[src/design/voxel_coverage_map_defines.svh]
// ----------------------------------------------------------------------------
// voxel coverage map assertion macros
// shared property forms for the concurrent checks of the map
// ----------------------------------------------------------------------------
`ifndef VOXEL_COVERAGE_MAP_DEFINES_SVH
`define VOXEL_COVERAGE_MAP_DEFINES_SVH

// same-cycle implication, checks suspended while in reset
`define VCM_ASSERT_IMP(name, ante, cons, msg) \
  name: assert property (@(posedge clk_i) disable iff (!rst_ni) (ante) |-> (cons)) \
    else $error(msg);

// next-cycle implication, checks suspended while in reset
`define VCM_ASSERT_NXT(name, ante, cons, msg) \
  name: assert property (@(posedge clk_i) disable iff (!rst_ni) (ante) |=> (cons)) \
    else $error(msg);

`endif

[src/design/vcm_ram.sv]
// ----------------------------------------------------------------------------
// vcm_ram
// single write port, single registered read port memory
// ----------------------------------------------------------------------------
module vcm_ram #(
  parameter int DEPTH = 64,
  parameter int AW    = 6,
  parameter int DW    = 8
) (
  input  logic          clk_i,
  input  logic          we_i,
  input  logic [AW-1:0] waddr_i,
  input  logic [DW-1:0] wdata_i,
  input  logic [AW-1:0] raddr_i,
  output logic [DW-1:0] rdata_o
);

  logic [DW-1:0] mem [DEPTH];
  logic [DW-1:0] rdata_q;

  always_ff @(posedge clk_i) begin
    if (we_i) begin
      mem[waddr_i] <= wdata_i;
    end
    rdata_q <= mem[raddr_i];
  end

  assign rdata_o = rdata_q;

endmodule

[config.mk]
export PLATFORM = sky130hd
export DESIGN_NAME = vcm_ram
export DESIGN_NICKNAME = d
export VERILOG_FILES = /design/src/design/voxel_coverage_map_defines.svh /design/src/design/vcm_ram.sv
export SDC_FILE = /design/constraint.sdc
export NUM_CORES = 1
export LEC_CHECK = 0
export BUFFER_PORTS_ARGS = -buffer_cell sky130_fd_sc_hd__buf_2
export CORE_UTILIZATION = 29
export CTS_CLUSTER_DIAMETER = 150
export CTS_CLUSTER_SIZE = 20
export DETAILED_ROUTE_END_ITERATION = 6
export SYNTH_ARGS = -nofsm -noshare
export SYNTH_HDL_FRONTEND = slang
export SYNTH_SLANG_ARGS = --single-unit
[constraint.sdc]
create_clock -name clk_i -period 2.25 [get_ports clk_i]
set_input_delay 0.45 -clock clk_i [delete_from_list [all_inputs] [get_ports clk_i]]
set_output_delay 0.45 -clock clk_i [all_outputs]
set_load 0.02 [all_outputs]
==> summary.md <==
| Metric | Value |
|---|---|
| Cells along the critical path | mux4_2 -> mux2_2 -> o221a_2 -> nor3_1 -> buf_4 -> o32ai_1 |
| DRC | 0 |
| Fin worst setup slack | 106 ps |
| Ys async rst share | 0% |
| Final Cycle Share | between 90% and 100% |
| CTS tree | yes |
| HPWL Detailed | 30,600 um |
| Yosys top cell area share | 76.2% |
| WL met1 | around 21,000 um |
| RSZ-0062 raised after global routing | no |
| Sequential fraction of the synthesis area | 77.0% |
| Slew Limit Fails | 0 |
| CP bufs+invs | 1 |
| Largest net degree at the start of global routing | 65 |
| Synthesized net count | 962 |
| Nets | 1,131 |
| # resized after CTS | 0 |
| Minimum clock period | 2140 ps |
| Most frequent cells after synthesis | edfxtp_1 (512), mux4_2 (126), nor2_1 (83), mux2i_1 (23), nand2_1 (19) |
| Highest routed layer | met5 |
| Worst setup SP type | flop |
| Met3 WL | a little over 3000 um |
| Hold_ws | approximately 350 ps |
| Vias after detailed routing | 9,878 |
| Initial antenna violation count | 4 |
| CP max FO | 1 |
| DP Worst Slack | -609 ps |
| Leakage dissipation | 7.36 nW |
| Synth Flop Type | edfxtp_1 |
| Layout cells sized above 1 | 31.9% |
| Vias in the first global route | 10,143 |
| Setup bufs post-CTS | 0 |
| Hold buffers post-CTS | 0 |
| RD Place Congestion | 0.794 |
| Number of vias per cell | roughly 4.8 |
| Area grow syn2layout | 16.1% |
| Req. time, crit path | between 2000 and 3000 ps |
| Top area cells in the synthesized netlist | edfxtp_1 (76%), mux4_2 (14%), nor2_1 (1.5%), mux2i_1 (1.1%), dfxtp_1 (0.79%) |
| Worst setup path category | reg -> reg |
| CP max-delay cell | mux4_2 |
| Final ANT Viol Nets | 0 |
| Fmax | approximately 470 MHz |
| IO Pins | 30 |
| Syn Std Cell Area | roughly 20,000 um^2 |
| 1st-iter DRT viols | 861 |
| Total of max-cap violations | 0 |
| Chip width | about 270 um |
| H-tree Lvls | 1 |
| Worst Tran Pin Value | 696 ps |
| Final setup fails | 0 |
| Seq cells post-synth | 520 |
| Status | complete, no violations |
| GRT Residual Overflow | 0 |
| Initial Utilization | 29.4% |
| Clk slew on worst S/H paths | roughly 90 ps |
| Die H | 266 um |
| Crit path DAT | 2600 ps |
| Routed WL | 46,500 um |
| Power Dens Cells | 738 nW/um^2 |
| Core area | 68,700 um^2 |
| Worst VDD drop | 0.558 mV |
| GRT Overall Usage | 13.2% |
| Slew margin rel. | a little over half |
| FP Rows | 96 |
| TritonCTS sink count | between 500 and 600 |
| Avg Cell Area, Syn | 21.5 um^2 |
| Die Footprint | 70,600 um^2 |
| Clock latency reported for the late side of the worst-skew pair | around 590 ps |
| Top-count cell post-synth | edfxtp_1 |
| Avg WL per Cell | 22.6 um |
| Post-layout util | 34.1% |
| Yosys top cell by area | edfxtp_1 |
| Crit-path max cell delay | 480 ps |
| First-pass detailed-route iteration total | 5 |
| Worst Setup End Kind | flop |
| HP Class | in -> reg |
| Met2 routed WL | 21,300 um |
| Hold Fails Final Rpt | 0 |
| Post-synthesis cell type count | 40 |
| Post-synth EDFFs | 512 |
| Port Buffer Count | 29 |
| Family with the most delay on the worst path | multiplexers |
| Cells after synthesis | 940 |
| Num CTS Buffers | 29 |
| Clk buf depth | 3 |
| Global-route wire length before repair | between 60,000 and 70,000 um |
| Final clock skew | 9.27 ps |
| Yosys warnings | 0 |
| CTS Root Cell | clkbuf_16 |
[per-layer routing]
layer  vias to the layer above  track usage, %
li1                       4235               -
met1                      5289            19.5
met2                       288            20.5
met3                        62            2.23
met4                         4            2.70
met5                         -               0
[registers in the layout (all words and copies together), names as in the netlist]
name	count
mem	512
rdata_o	8
[cell families (layout without fill, tap and decap cells)]
group                  count (synthesis)  count (layout)  share of synthesized area, %
AOI/OAI and AO/OA                     54              54                          2.07
muxes                                162             162                          15.9
and+or+nand+nor                      153             153                          3.39
DFF                                  520             520                          77.0
other                                  0               2                             0
buffers and inverters                 51             240                          1.57
[path summary, 6_finish.rpt]
kind | from | endpoint | slack [ps] | cells after the start
hold / removal | raddr_i[5] | rdata_o[2] | 350 | 3
setup / recovery | mem[20][6] | rdata_o[6] | 110 | 6
setup reg to reg | mem[20][6] | rdata_o[6] | 110 | 6
hold reg to reg | mem[23][1] | rdata_o[1] | 880 | 4
[power by group]
group	internal [mW]	switching [mW]	total (mW)	leakage, nW
Sequential	10.7	0.0469	10.7	4.67
Combinational	0.480	0.657	1.14	2.30
Clock	2.43	2.96	5.39	0.383
[layout by cell type (no fill, tap or decap), types with 18 or more instances in the layout]
master | synthesis | routed
mux4_2 | 126 | 126
clkbuf_16 | 0 | 29
buf_12 | 2 | 18
buf_4 | 13 | 144
mux2i_1 | 23 | 23
edfxtp_1 | 512 | 512
clkbuf_1 | 17 | 22
nand2_1 | 19 | 19
buf_2 | 11 | 26
nor2_1 | 83 | 83
[per-stage QoR]
stage / cell area [um^2] / power, mW / std cells / TNS [ps]
final: 23400 / 17.3 / 2062 / 0
after global routing: 23400 / 17.8 / 2060 / 0
after floorplan: 20200 / 11.5 / 940 / 0
after detailed placement: 22600 / 12.1 / 2009 / -2670
after global placement: 22600 / 12.1 / 2009 / -2550
after CTS: 23400 / 17.4 / 2060 / 0
[worst min-delay path: stages]
cell and delay [ps]:
buf_2 240, nand2_1 130, o2bb2ai_1 60
[final cells by class]
type / count / area, um^2
Multi-Input combinational cell: 369 / 4320
Sequential cell: 520 / 15500
Antenna cell: 2 / 5.00
Timing Repair Buffer: 189 / 1590
Tap cell: 931 / 1160
Fill cell: 6537 / 45300
Clock buffer: 51 / 808
Note: power is estimated with default switching activity, not from simulation.
