<file path="config.mk">
export PLATFORM = sky130hd
export DESIGN_NAME = vcm_div
export DESIGN_NICKNAME = d
export VERILOG_FILES = /design/src/design/voxel_coverage_map_defines.svh /design/src/design/vcm_pkg.sv /design/src/design/vcm_div.sv
export SDC_FILE = /design/constraint.sdc
export NUM_CORES = 1
export LEC_CHECK = 0
export BUFFER_PORTS_ARGS = -buffer_cell sky130_fd_sc_hd__buf_2
export CORE_ASPECT_RATIO = 0.7
export CORE_MARGIN = 10
export CORE_UTILIZATION = 51
export CTS_CLUSTER_SIZE = 8
export DETAILED_ROUTE_END_ITERATION = 16
export PLACE_DENSITY = 0.77
export SLEW_MARGIN = 10
export SYNTH_ARGS = -nofsm -noshare
export SYNTH_HDL_FRONTEND = slang
export SYNTH_SLANG_ARGS = --single-unit
export TNS_END_PERCENT = 50
</file>
<file path="constraint.sdc">
create_clock -name clk_i -period 2.6 [get_ports clk_i]
set_input_delay 0.52 -clock clk_i [delete_from_list [all_inputs] [get_ports clk_i]]
set_output_delay 0.52 -clock clk_i [all_outputs]
set_load 0.1 [all_outputs]
</file>
<file path="src/design/voxel_coverage_map_defines.svh">
// ----------------------------------------------------------------------------
// voxel coverage map assertion macros
// shared property forms for the concurrent checks of the map
// ----------------------------------------------------------------------------
`ifndef VOXEL_COVERAGE_MAP_DEFINES_SVH
`define VOXEL_COVERAGE_MAP_DEFINES_SVH

// same-cycle implication, checks suspended while in reset
`define VCM_ASSERT_IMP(name, ante, cons, msg) \
  name: assert property (@(posedge clk_i) disable iff (!rst_ni) (ante) |-> (cons)) \
    else $error(msg);

// next-cycle implication, checks suspended while in reset
`define VCM_ASSERT_NXT(name, ante, cons, msg) \
  name: assert property (@(posedge clk_i) disable iff (!rst_ni) (ante) |=> (cons)) \
    else $error(msg);

`endif

</file>
<file path="src/design/vcm_pkg.sv">
// ----------------------------------------------------------------------------
// vcm_pkg
// grid geometry, cell flags, opcodes and helper functions of the voxel map
// ----------------------------------------------------------------------------
package vcm_pkg;

  localparam int GRID_X      = 32;
  localparam int GRID_Y      = 32;
  localparam int GRID_Z      = 32;
  localparam int MAX_RADIUS  = 8;
  localparam int MAX_TARGETS = 64;

  localparam int NCELLS = GRID_X * GRID_Y * GRID_Z;
  localparam int CA_W   = $clog2(NCELLS);

  localparam int POS_W  = 24;
  localparam int RES_W  = 16;
  localparam int RSQ_W  = 15;
  localparam int OFS_W  = 6;
  localparam int CNT_W  = 16;
  localparam int FND_W  = 7;
  localparam int CODE_W = 3;
  localparam int OP_W   = 3;

  localparam int GMAX_XY = (GRID_X > GRID_Y) ? GRID_X : GRID_Y;
  localparam int GMAX    = (GMAX_XY > GRID_Z) ? GMAX_XY : GRID_Z;
  // signed cell coordinate: centre plus read offset or sphere offset
  localparam int CRD_W   = $clog2(GMAX + (2 ** (OFS_W - 1))) + 1;

  localparam int RW   = $clog2(MAX_RADIUS + 1) + 1;
  localparam int SQW  = 2 * RW;
  localparam int SUMW = SQW + 2;
  localparam int CMPW = SUMW + RSQ_W;

  localparam logic signed [RW-1:0] R_MAX = RW'(MAX_RADIUS);
  localparam logic signed [RW-1:0] R_MIN = -RW'(MAX_RADIUS);
  localparam logic signed [RW-1:0] R_ONE = RW'(1);

  localparam int TIW = (MAX_TARGETS > 1) ? $clog2(MAX_TARGETS) : 1;
  localparam int TCW = $clog2(MAX_TARGETS + 1);

  localparam logic [3:0] F_OBS   = 4'b0001;
  localparam logic [3:0] F_TGT   = 4'b0010;
  localparam logic [3:0] F_SRCH  = 4'b0100;
  localparam logic [3:0] F_FOUND = 4'b1000;

  localparam logic [1:0] AX_X    = 2'd0;
  localparam logic [1:0] AX_Y    = 2'd1;
  localparam logic [1:0] AX_LAST = 2'd2;

  localparam logic REG_RESOLUTION = 1'b0;
  localparam logic REG_SENSOR_RSQ = 1'b1;

  typedef enum logic [OP_W-1:0] {
    OP_EXPLORE      = 3'd0,
    OP_CHECK        = 3'd1,
    OP_READ         = 3'd2,
    OP_MARK_OBS     = 3'd3,
    OP_ADD_TGT      = 3'd4,
    OP_RESET_SEARCH = 3'd5
  } op_e;

  typedef enum logic [CODE_W-1:0] {
    CC_UNSEEN      = 3'd0,
    CC_FREE        = 3'd1,
    CC_TGT_UNFOUND = 3'd2,
    CC_TGT_FOUND   = 3'd3,
    CC_OBSTACLE    = 3'd4,
    CC_OUTSIDE     = 3'd5
  } cell_code_e;

  typedef enum logic [4:0] {
    S_INIT, S_IDLE, S_DIV, S_DWAIT, S_DISP,
    S_EX_RD, S_EX_WR,
    S_CK_TRD, S_CK_CRD, S_CK_WR,
    S_RC_DATA, S_MO_WR, S_AT_WR,
    S_RS_RD, S_RS_WR,
    S_TOT, S_FIN
  } state_e;

  typedef struct packed {
    logic             neg;
    logic [POS_W-1:0] mag;
  } div_res_t;

  function automatic logic in_grid(input logic signed [CRD_W-1:0] x,
                                   input logic signed [CRD_W-1:0] y,
                                   input logic signed [CRD_W-1:0] z);
    return (x >= 0) && (x < GRID_X) && (y >= 0) && (y < GRID_Y) &&
           (z >= 0) && (z < GRID_Z);
  endfunction

  function automatic logic [CA_W-1:0] lin(input logic signed [CRD_W-1:0] x,
                                          input logic signed [CRD_W-1:0] y,
                                          input logic signed [CRD_W-1:0] z);
    return CA_W'(int'(x) + GRID_X * (int'(y) + GRID_Y * int'(z)));
  endfunction

  function automatic logic [SQW-1:0] sq(input logic signed [RW-1:0] v);
    return SQW'(int'(v) * int'(v));
  endfunction

  function automatic logic [CODE_W-1:0] code_of(input logic [3:0] f);
    logic [CODE_W-1:0] c;
    if ((f & F_OBS) != '0)       c = CC_OBSTACLE;
    else if ((f & F_SRCH) == '0) c = CC_UNSEEN;
    else if ((f & F_TGT) != '0)  c = ((f & F_FOUND) != '0) ? CC_TGT_FOUND : CC_TGT_UNFOUND;
    else                         c = CC_FREE;
    return c;
  endfunction

endpackage

</file>
<file path="src/design/vcm_div.sv">
// ----------------------------------------------------------------------------
// vcm_div
// bit-serial restoring divider, signed point over unsigned resolution
// ----------------------------------------------------------------------------
module vcm_div
  import vcm_pkg::*;
(
  input  logic                    clk_i,
  input  logic                    rst_ni,
  input  logic                    start_i,
  input  logic signed [POS_W-1:0] dividend_i,
  input  logic        [RES_W-1:0] divisor_i,
  output logic                    done_o,
  output div_res_t                quot_o
);

  localparam int STW = $clog2(POS_W + 1);

  logic             busy_q, busy_d;
  logic [STW-1:0]   cnt_q, cnt_d;
  logic             neg_q, neg_d;
  logic [POS_W-1:0] num_q, num_d;
  logic [RES_W-1:0] rem_q, rem_d;
  logic [RES_W-1:0] dvs_q, dvs_d;
  logic [RES_W:0]   shifted, trial;

  assign shifted = {rem_q, num_q[POS_W-1]};
  assign trial   = shifted - {1'b0, dvs_q};
  assign done_o  = busy_q && (cnt_q == '0);
  assign quot_o  = '{neg: neg_q, mag: num_q};

  always_comb begin
    busy_d = busy_q;
    cnt_d  = cnt_q;
    neg_d  = neg_q;
    num_d  = num_q;
    rem_d  = rem_q;
    dvs_d  = dvs_q;
    if (start_i) begin
      busy_d = 1'b1;
      cnt_d  = STW'(POS_W);
      neg_d  = dividend_i[POS_W-1];
      num_d  = dividend_i[POS_W-1] ? POS_W'(-dividend_i) : POS_W'(dividend_i);
      rem_d  = '0;
      dvs_d  = divisor_i;
    end else if (busy_q) begin
      if (cnt_q == '0) begin
        busy_d = 1'b0;
      end else begin
        cnt_d = cnt_q - STW'(1);
        if (!trial[RES_W]) begin
          rem_d = trial[RES_W-1:0];
          num_d = {num_q[POS_W-2:0], 1'b1};
        end else begin
          rem_d = shifted[RES_W-1:0];
          num_d = {num_q[POS_W-2:0], 1'b0};
        end
      end
    end
  end

  always_ff @(posedge clk_i or negedge rst_ni) begin
    if (!rst_ni) begin
      busy_q <= 1'b0;
      cnt_q  <= '0;
    end else begin
      busy_q <= busy_d;
      cnt_q  <= cnt_d;
    end
  end

  always_ff @(posedge clk_i) begin
    neg_q <= neg_d;
    num_q <= num_d;
    rem_q <= rem_d;
    dvs_q <= dvs_d;
  end

endmodule

</file>
==> impl_metrics.json, run 1 <==
{
  "period_share_pct": 98.58,
  "yosysUniqueCellTypes": 63,
  "hold_path_end": "dvs_q[14]",
  "htreeDepth": 3,
  "fmax_ghz": 0.3902,
  "power.density_nw_per_um2": 1015,
  "postSynthCellCount": 404,
  "syn2layout_area_growth_pct": 23.36,
  "die_area_um2": 11600,
  "finalHoldViolCount": 0,
  "yosysWarnings": 0,
  "intPower_mw": 2.715,
  "final_cell_mix": "buf_2, edfxtp_1, nor2_1",
  "worst_pin_slew_ns": 0.5141,
  "synth_edf_count": 41,
  "cts.sinks": 63,
  "grt_pass1_wl_um": 16220,
  "rows": 26,
  "comb_power_share_pct": 53.6,
  "drc": 0,
  "via_per_inst": 5.578,
  "fin_ws_ns": 0.03701,
  "route.antenna.remaining_nets": 0,
  "wl_per_cell_um": 16.69,
  "track_usage_pct": 16.67,
  "worstSetupPathType": "reg -> reg",
  "port_buffers": 68,
  "worst_hold_startpoint": "divisor_i[14]",
  "worstSetupStartpoint": "num_q[23]",
  "die_w_um": 124.5,
  "outcome": "completed",
  "worstSetupStartpointType": "flop",
  "r2r_start": "num_q[23]",
  "wl_um": 10050,
  "coreArea_um2": 7352,
  "antennaDiodeCount": 0,
  "worstPathArrival_ns": 2.81,
  "path_clk_slew_ns": 0.07,
  "max_slew_margin_pct": 65.50,
  "layout_commonest_cell": "buf_2",
  "async_flop_share_pct": 9.524,
  "dp_slack_ns": -0.1763,
  "clock_latency_ns": 0.34,
  "nets": 562,
  "clkPwrFrac_pct": 16.6,
  "cts_buffers": 9,
  "leakagePower_nw": 2.063,
  "tritoncts": "yes",
  "end_kind": "flop",
  "ir_drop_mv": 0.5567,
  "dpl.hpwl_um": 7161,
  "skew_ns": 0.007612,
  "p_sw_share_pct": 44.38,
  "p_sw_mw": 2.166,
  "fin_util_pct": 65.42,
  "syn_area_per_cell_um2": 9.650,
  "rr_endpoint": "rem_q[0]",
  "ys_seq_elements": 63,
  "synth-seq-area-share_pct": 43.65,
  "place_congestion": 0.9054,
  "synth_area_um2": 3899,
  "crit_path_max_fanout": 6,
  "cap_violations": 0,
  "firstDrtPassIters": 5,
  "io_pins": 69,
  "grt_max_degree": 64,
  "drt_iter0_markers": 295,
  "r2r_slack_ns": 0.04,
  "pwr-share-seq_pct": 29.8,
  "holdPathStages": 1,
  "synthFlopType": "edfxtp_1",
  "drive_gt1_share_pct": 29.17,
  "overflow": 0,
  "num_vias": 3358,
  "initial_utilization_pct": 53.03,
  "reg2regPathDepth": 10,
  "clockBufferDepth": 2,
  "dieHeight_um": 93.15,
  "antenna_found_initial": 0,
  "cts_root_buf": "clkbuf_8",
  "period_minus_slack_ns": 2.563,
  "syn-num-nets": 467,
  "setup_viol_count_final": 0,
  "crit_required_ns": 2.84,
  "grt_pass1_vias": 3309,
  "nFillCells": 599,
  "drv_slew": 0,
  "worst_hold_path_type": "in -> reg"
}
## worst max-delay path: stages, from the launching register on
cell,delay (ns)
edfxtp_1,0.42
inv_2,0.09
ha_4,0.13
fa_2,0.20
nor2b_2,0.05
o2111ai_2,0.23
nand3_2,0.19
a211oi_4,0.40
nor3_4,0.12
or4_1,0.51
o311ai_1,0.11
## Yosys cell counts (3+ instances only)
master    instances  share of area [%]
nand3_1           4               0.51
dfxtp_1          16                8.2
dfrtp_1           6                3.9
xor2_1           17                3.8
o21a_1            4               0.77
a21o_1            4               0.77
edfxtp_1         41                 32
nand4_1           3               0.48
o221ai_1          3               0.67
a21boi_0          3               0.58
or3_1             3               0.48
nand2_1          31                3.0
o21ai_0          24                3.1
nor3_1            5               0.64
mux2_2            8                2.3
and3_1            5               0.80
nor2b_1           6               0.96
a21oi_1          32                4.1
nor4_1            4               0.64
or4_1             3               0.58
o31ai_1           5               0.96
a31oi_1           6               0.96
inv_1            28                2.7
mux2i_1           6                1.5
a211oi_1          4               0.77
clkbuf_1         12                1.2
ha_1             19                6.1
xnor2_1          17                3.8
buf_4             3               0.58
o41ai_1           3               0.67
nor2_1           41                3.9
## metrics by stage
step	instance area (um2)	setup TNS (ns)	instances	hold slack, ns	power (mW)
4_1_cts	4733	0	600	0.3391	4.731
6_report	4810	0	602	0.3493	4.881
2_1_floorplan	3933	-6.373	404	0.2244	3.310
3_5_place_dp	4537	-0.6885	583	0.3577	3.885
3_3_place_gp	4537	-0.3245	583	0.3499	3.826
5_1_grt	4810	-0.08180	602	0.3279	5.189
## what timing repair did
item,in CTS,in global routing
hold buffers,1,0
pin swaps,1,5
setup endpoints to repair,8,16
gates cloned,0,1
buffers inserted,0,1
hold endpoints to repair,6,0
resized for setup,2,16
## sequential cells by signal, indices dropped and copies added (netlist names)
register and cells:
busy_q 1, cnt_q 5, dvs_q 16, neg_q 1, num_q 24, rem_q 16
## cells by family (layout without fill, tap and decap cells)
family                     after synthesis  count (layout)  share of synthesized area (%)
adders and majority gates               20              20                          6.611
DFF                                     63              63                          43.65
muxes                                   15              15                          4.236
xor gates and xnor gates                34              34                          7.638
and+or+nand+nor                        121             122                          15.50
buffers and inverters                   45             144                          4.910
AOI/OAI and AO/OA                      106             106                          17.46
## worst max path at each step
stage / slack, ns / cells after the start / endpoint
final: 0.04 / 10 / rem_q[0]
after global routing: -0.06 / 10 / rem_q[0]
after CTS: 0.0008 / 10 / rem_q[0]
after detailed placement: -0.18 / 10 / num_q[18]
after global placement: -0.11 / 7 / num_q[22]
after floorplan: -0.47 / 11 / num_q[0]
## layout make-up
cell class	instances	area (um2)	share of cell area, %
multi-input combinational	297	2102	43.70
sequential	63	1702	35.38
timing repair buffer	100	598.1	12.43
clock buffer	10	127.6	2.653
tap	98	122.6	2.549
inverter	28	105.1	2.185
clock inverter	6	52.55	1.093
## power by group through the flow
| stage | logic, mW | clock network (mW) | registers (mW) |
|---|---|---|---|
| detailed placement | 2.42 | 0 | 1.47 |
| global placement | 2.36 | 0 | 1.46 |
| CTS | 2.46 | 0.821 | 1.45 |
| floorplan | 1.41 | 0 | 1.90 |
| global route | 2.85 | 0.860 | 1.48 |
| finish | 2.62 | 0.809 | 1.46 |
## per-layer routing
| layer | vias to the layer above | routed length [um] | global-route usage, % |
|---|---|---|---|
| met3 | 10 | 600 | 5.358 |
| met5 | - | 0 | 0 |
| met2 | 93 | 4724 | 26.58 |
| met4 | 0 | 74 | 4.545 |
| met1 | 1582 | 4647 | 21.37 |
| li1 | 1673 | - | - |
(Power assumes the default switching activity.)
==> run 2, diff against run 1 <==
Settings changed: ABC_CLOCK_PERIOD_IN_PS set to 2500, CORE_MARGIN 10 to not set, CORE_UTILIZATION 51 to 55, PLACE_DENSITY 0.77 to 0.79.
Clock period 2.6 ns to 2.5 ns, I/O delays scaled along.
==> impl_metrics.json, run 2 (synthesis results as in run 1) <==
{
  "cap_violations": 0,
  "r2r_slack_ns": -0.05,
  "r2r_start": "dvs_q[0]",
  "antenna_found_initial": 0,
  "hold_path_end": "dvs_q[0]",
  "place_congestion": 0.8748,
  "setup_tns_ns": -0.08269,
  "io_pins": 69,
  "reg2regPathDepth": 10,
  "track_usage_pct": 27.16,
  "die_area_um2": 7435,
  "worstPathArrival_ns": 2.80,
  "worst-path-stages": 10,
  "violations": "setup timing",
  "setup_viol_count_final": 3,
  "rr_endpoint": "rem_q[0]",
  "postPlaceCellArea_um2": 4626,
  "crit_chain": "ha_2, fa_2, nor2b_4, o2111ai_4, nand3_4, and4_4, buf_12, nor3_4, or4_4, o311ai_2",
  "coreArea_um2": 6788,
  "period_minus_slack_ns": 2.551,
  "port_buffers": 68,
  "wl_per_cell_um": 15.99,
  "cp_slowest_stage_delay_ns": 0.50,
  "nets": 574,
  "cts.sinks": 63,
  "worst_hold_path_type": "in -> reg",
  "syn2layout_area_growth_pct": 26.64,
  "crit_path_max_fanout": 6,
  "worstSetupStartpoint": "dvs_q[0]",
  "dp_slack_ns": -0.2356,
  "period_share_pct": 102.0,
  "max_slew_margin_pct": 65.92,
  "dieHeight_um": 72.44,
  "fin_ws_ns": -0.05068,
  "clock_latency_ns": 0.34,
  "worst_hold_startpoint": "divisor_i[0]",
  "final_cell_mix": "buf_2, edfxtp_1, buf_4",
  "antennaDiodeCount": 0,
  "cp_slowest_cell": "or4_4",
  "end_kind": "flop",
  "path_clk_slew_ns": 0.07,
  "cts_buffers": 9,
  "ir_drop_mv": 0.6346,
  "overflow": 0,
  "route.antenna.remaining_nets": 0,
  "drt_iter0_markers": 222,
  "grt_pass1_wl_um": 15380,
  "outcome": "complete, but fails checks",
  "worstSetupStartpointType": "flop",
  "drv_slew": 0,
  "largest_reg_flops": 24,
  "layout_commonest_cell": "buf_2",
  "leakagePower_nw": 2.124,
  "skew_ns": 0.005001,
  "holdPathStages": 1,
  "power.density_nw_per_um2": 1043,
  "grt_max_degree": 64,
  "crit_required_ns": 2.75,
  "grt_pass1_vias": 3210,
  "finalHoldViolCount": 0,
  "tritoncts": "yes",
  "htreeDepth": 3,
  "regMostFlops": "num_q",
  "initial_utilization_pct": 57.44,
  "dpl.hpwl_um": 6852,
  "die_w_um": 102.6,
  "critical-path-top-delay-family": "simple AND/OR/NAND/NOR gates",
  "cts_root_buf": "clkbuf_8",
  "fmax_ghz": 0.3921,
  "clockBufferDepth": 2,
  "drive_gt1_share_pct": 32.36,
  "critPathBufInv": 1,
  "wl_um": 9751,
  "firstDrtPassIters": 4,
  "via_per_inst": 5.641,
  "rsz0062_at_grt": "yes",
  "finalPower_mw": 5.150,
  "worst_pin_slew_ns": 0.5148,
  "worstSetupPathType": "reg -> reg",
  "hold-worst-slack_ns": 0.3295,
  "top_regs": "num_q: 24 flops, dvs_q: 16 flops, rem_q: 16 flops",
  "drc": 0,
  "stdcell_area_um2": 4937,
  "rows": 25,
  "num_vias": 3441
}
[run 2: changes by cell type in the layout (fill, tap and decap cells not counted), sizes merged]
cell and delta:
clkinvlp +1, clkinv -1, clkbuf +1, bufinv -1, buf +12
[run 2: worst max-delay path by stage]
stage	endpoint	slack, ns
4_1_cts	rem_q[0]	-0.04
6_report	rem_q[0]	-0.05
2_1_floorplan	num_q[0]	-0.55
3_3_place_gp	num_q[22]	-0.19
3_5_place_dp	num_q[20]	-0.24
5_1_grt	rem_q[7]	-0.10
[run 2: what timing repair did]
item,4_1_cts,5_1_grt
endpoints found under the setup margin,17,19
setup buffers,2,2
hold buffers,1,0
gates cloned,0,1
resized for setup,9,17
hold endpoints to repair,6,0
pin swaps,1,9
[run 2: area by class of cell]
type / count / area [um2]
Sequential cell: 63 / 1702
Multi-Input combinational cell: 297 / 2151
Tap cell: 94 / 117.6
Inverter: 28 / 105.1
Fill cell: 506 / 1851
Clock inverter: 5 / 26.28
Clock buffer: 11 / 131.4
Timing Repair Buffer: 112 / 704.4
[run 2: per-layer routing]
layer	part of all wire (%)	track usage, %
met3	6.6	6.551
met4	1.1	6.984
met1	46	38.16
met5	0	0
met2	46	42.07
[run 2: power by group]
group / total (mW) / internal (mW) / switching [mW]
Combinational: 2.88 / 1.11 / 1.77
Sequential: 1.52 / 1.35 / 0.162
Clock: 0.750 / 0.352 / 0.398
Total: 5.15 / 2.82 / 2.33
[run 2: through the flow]
| stage | util (%) | instances |
|---|---|---|
| 2_1_floorplan | - | 404 |
| 3_3_place_gp | 68.15 | 588 |
| 3_5_place_dp | 68.15 | 588 |
| 4_1_cts | 71.52 | 607 |
| 5_1_grt | 72.74 | 610 |
| 6_report | 72.74 | 610 |
==> run 3, diff against run 2 <==
Settings changed: TNS_END_PERCENT 50 to 10.
==> impl_metrics.json, run 3 (synthesis results as in run 1) <==
{
  "route.antenna.remaining_nets": 0,
  "worst_hold_startpoint": "divisor_i[13]",
  "worstSetupStartpointType": "flop",
  "cp_slowest_cell": "or4_1",
  "worst_pin_slew_ns": 0.5122,
  "drt_iter0_markers": 231,
  "finalHoldViolCount": 0,
  "tritoncts": "yes",
  "dieHeight_um": 72.44,
  "clockBufferDepth": 2,
  "io_pins": 69,
  "overflow": 0,
  "reg2regPathDepth": 11,
  "skew_ns": 0.007350,
  "critical-path-top-delay-family": "simple AND/OR/NAND/NOR gates",
  "via_per_inst": 5.628,
  "ir_drop_mv": 0.6302,
  "critPathBufInv": 2,
  "drive_gt1_share_pct": 31.33,
  "intPower_mw": 2.995,
  "cts.sinks": 63,
  "clock_latency_ns": 0.35,
  "coreArea_um2": 6788,
  "hold-worst-slack_ns": 0.3201,
  "wl_met1_um": 4469,
  "dpl.hpwl_um": 6922,
  "worst_hold_path_type": "in -> reg",
  "p_sw_mw": 2.229,
  "met2WireLength_um": 4060,
  "pwr-share-seq_pct": 29.0,
  "p_sw_share_pct": 42.66,
  "largest_reg_flops": 24,
  "dp_slack_ns": -0.2266,
  "crit_path_max_fanout": 4,
  "grt_pass1_vias": 3068,
  "cts_root_buf": "clkbuf_8",
  "comb_power_share_pct": 52.9,
  "highest_layer": "met4",
  "setup_tns_ns": 0,
  "antenna_found_initial": 0,
  "setup_viol_count_final": 0,
  "end_kind": "flop",
  "grt_pass1_wl_um": 14780,
  "finalPower_mw": 5.224,
  "leakagePower_nw": 2.136,
  "worstPathArrival_ns": 2.78,
  "outcome": "completed",
  "r2r_slack_ns": 0.001,
  "firstDrtPassIters": 5,
  "die_area_um2": 7435,
  "layout_commonest_cell": "buf_2",
  "cts_buffers": 9,
  "die_w_um": 102.6,
  "cp_slowest_stage_delay_ns": 0.50,
  "place_congestion": 0.8938,
  "htreeDepth": 3,
  "regMostFlops": "num_q",
  "drc": 0,
  "holdPathStages": 1,
  "wl_per_cell_um": 15.10,
  "grt_max_degree": 35,
  "path_clk_slew_ns": 0.07,
  "placedCellCount": 591,
  "num_vias": 3439,
  "fmax_ghz": 0.4002,
  "fin_ws_ns": 0.001452,
  "r2r_start": "num_q[23]",
  "routed-wl-met3_um": 545,
  "syn2layout_area_growth_pct": 25.77,
  "worstSetupPathType": "reg -> reg",
  "track_usage_pct": 26.45,
  "rows": 25,
  "period_share_pct": 99.94,
  "drv_slew": 0,
  "rr_endpoint": "rem_q[1]",
  "final_cell_mix": "buf_2, buf_4, edfxtp_1",
  "fin_cells": 611,
  "rsz0062_at_grt": "yes",
  "cap_violations": 0,
  "clkPwrFrac_pct": 18.1,
  "power.density_nw_per_um2": 1065,
  "nFillCells": 504,
  "period_minus_slack_ns": 2.499,
  "nets": 575,
  "hold_path_end": "dvs_q[13]",
  "top_regs": "num_q: 24 flops, dvs_q: 16 flops, rem_q: 16 flops",
  "crit_chain": "inv_1, ha_2, fa_2, nor2b_2, o2111ai_2, nand3_2, and4_4, nor3_2, buf_4, or4_1, o221ai_1",
  "wl_um": 9227,
  "initial_utilization_pct": 57.44,
  "crit_required_ns": 2.78,
  "port_buffers": 68,
  "max_slew_margin_pct": 66.09,
  "antennaDiodeCount": 0
}
-- run 3: cell count changes in the layout (fill, tap and decap cells not counted), sizes merged --
cell,before,now
bufinv,0,2
or3,5,4
clkinv,4,3
clkinvlp,1,0
clkbuf,12,11
buf,110,113
-- run 3: worst max path at each step --
stage	endpoint	slack [ns]	start	cells past startpoint
after floorplan	num_q[0]	-0.57	num_q[23]	11
after CTS	rem_q[0]	-0.007	dvs_q[0]	10
after detailed placement	num_q[22]	-0.23	dividend_i[12]	7
after global placement	num_q[22]	-0.19	dividend_i[12]	7
final	rem_q[1]	0.001	num_q[23]	11
after global routing	rem_q[0]	-0.08	num_q[23]	11
-- run 3: power groups by stage --
| stage | registers [mW] | clock network (mW) | logic, mW |
|---|---|---|---|
| 2_1_floorplan | 1.97 | 0 | 1.47 |
| 3_3_place_gp | 1.52 | 0 | 2.56 |
| 3_5_place_dp | 1.53 | 0 | 2.62 |
| 4_1_cts | 1.51 | 0.966 | 2.71 |
| 5_1_grt | 1.54 | 0.995 | 2.99 |
| 6_report | 1.51 | 0.946 | 2.76 |
-- run 3: final cells by class --
| class | instances | area (um2) | share of cell area (%) |
|---|---|---|---|
| clock inverter | 5 | 73.82 | 1.505 |
| tap | 94 | 117.6 | 2.399 |
| sequential | 63 | 1702 | 34.70 |
| multi-input combinational | 296 | 2083 | 42.49 |
| clock buffer | 11 | 131.4 | 2.679 |
| timing repair buffer | 114 | 690.7 | 14.09 |
| inverter | 28 | 105.1 | 2.143 |
-- run 3: through the flow --
step / instance area, um2 / util (%)
floorplan: 3933 / -
global placement: 4609 / 67.91
detailed placement: 4609 / 67.91
CTS: 4891 / 72.06
global route: 4903 / 72.24
finish: 4903 / 72.24
-- run 3: what timing repair did --
action,CTS,global route
setup buffers,3,0
hold buffers,1,0
setup endpoints to repair,5,9
pin swaps,2,3
endpoints found under the hold margin,6,0
resized for setup,10,5
-- run 3: worst register-to-register path, delay by kind of cell (launching register included) --
family,cells,cell delay (ns)
DFF,1,0.36
and+or+nand+nor,5,1.09
AOI/OAI and AO/OA,2,0.22
buffers and inverters,2,0.22
adders and majority gates,2,0.53
-- run 3: metal layers --
| metal | vias up | track usage (%) |
|---|---|---|
| met1 | 1606 | 37.41 |
| met3 | 15 | 6.647 |
| met2 | 119 | 39.41 |
| met4 | 0 | 9.206 |
| met5 | - | 0 |
| li1 | 1699 | - |
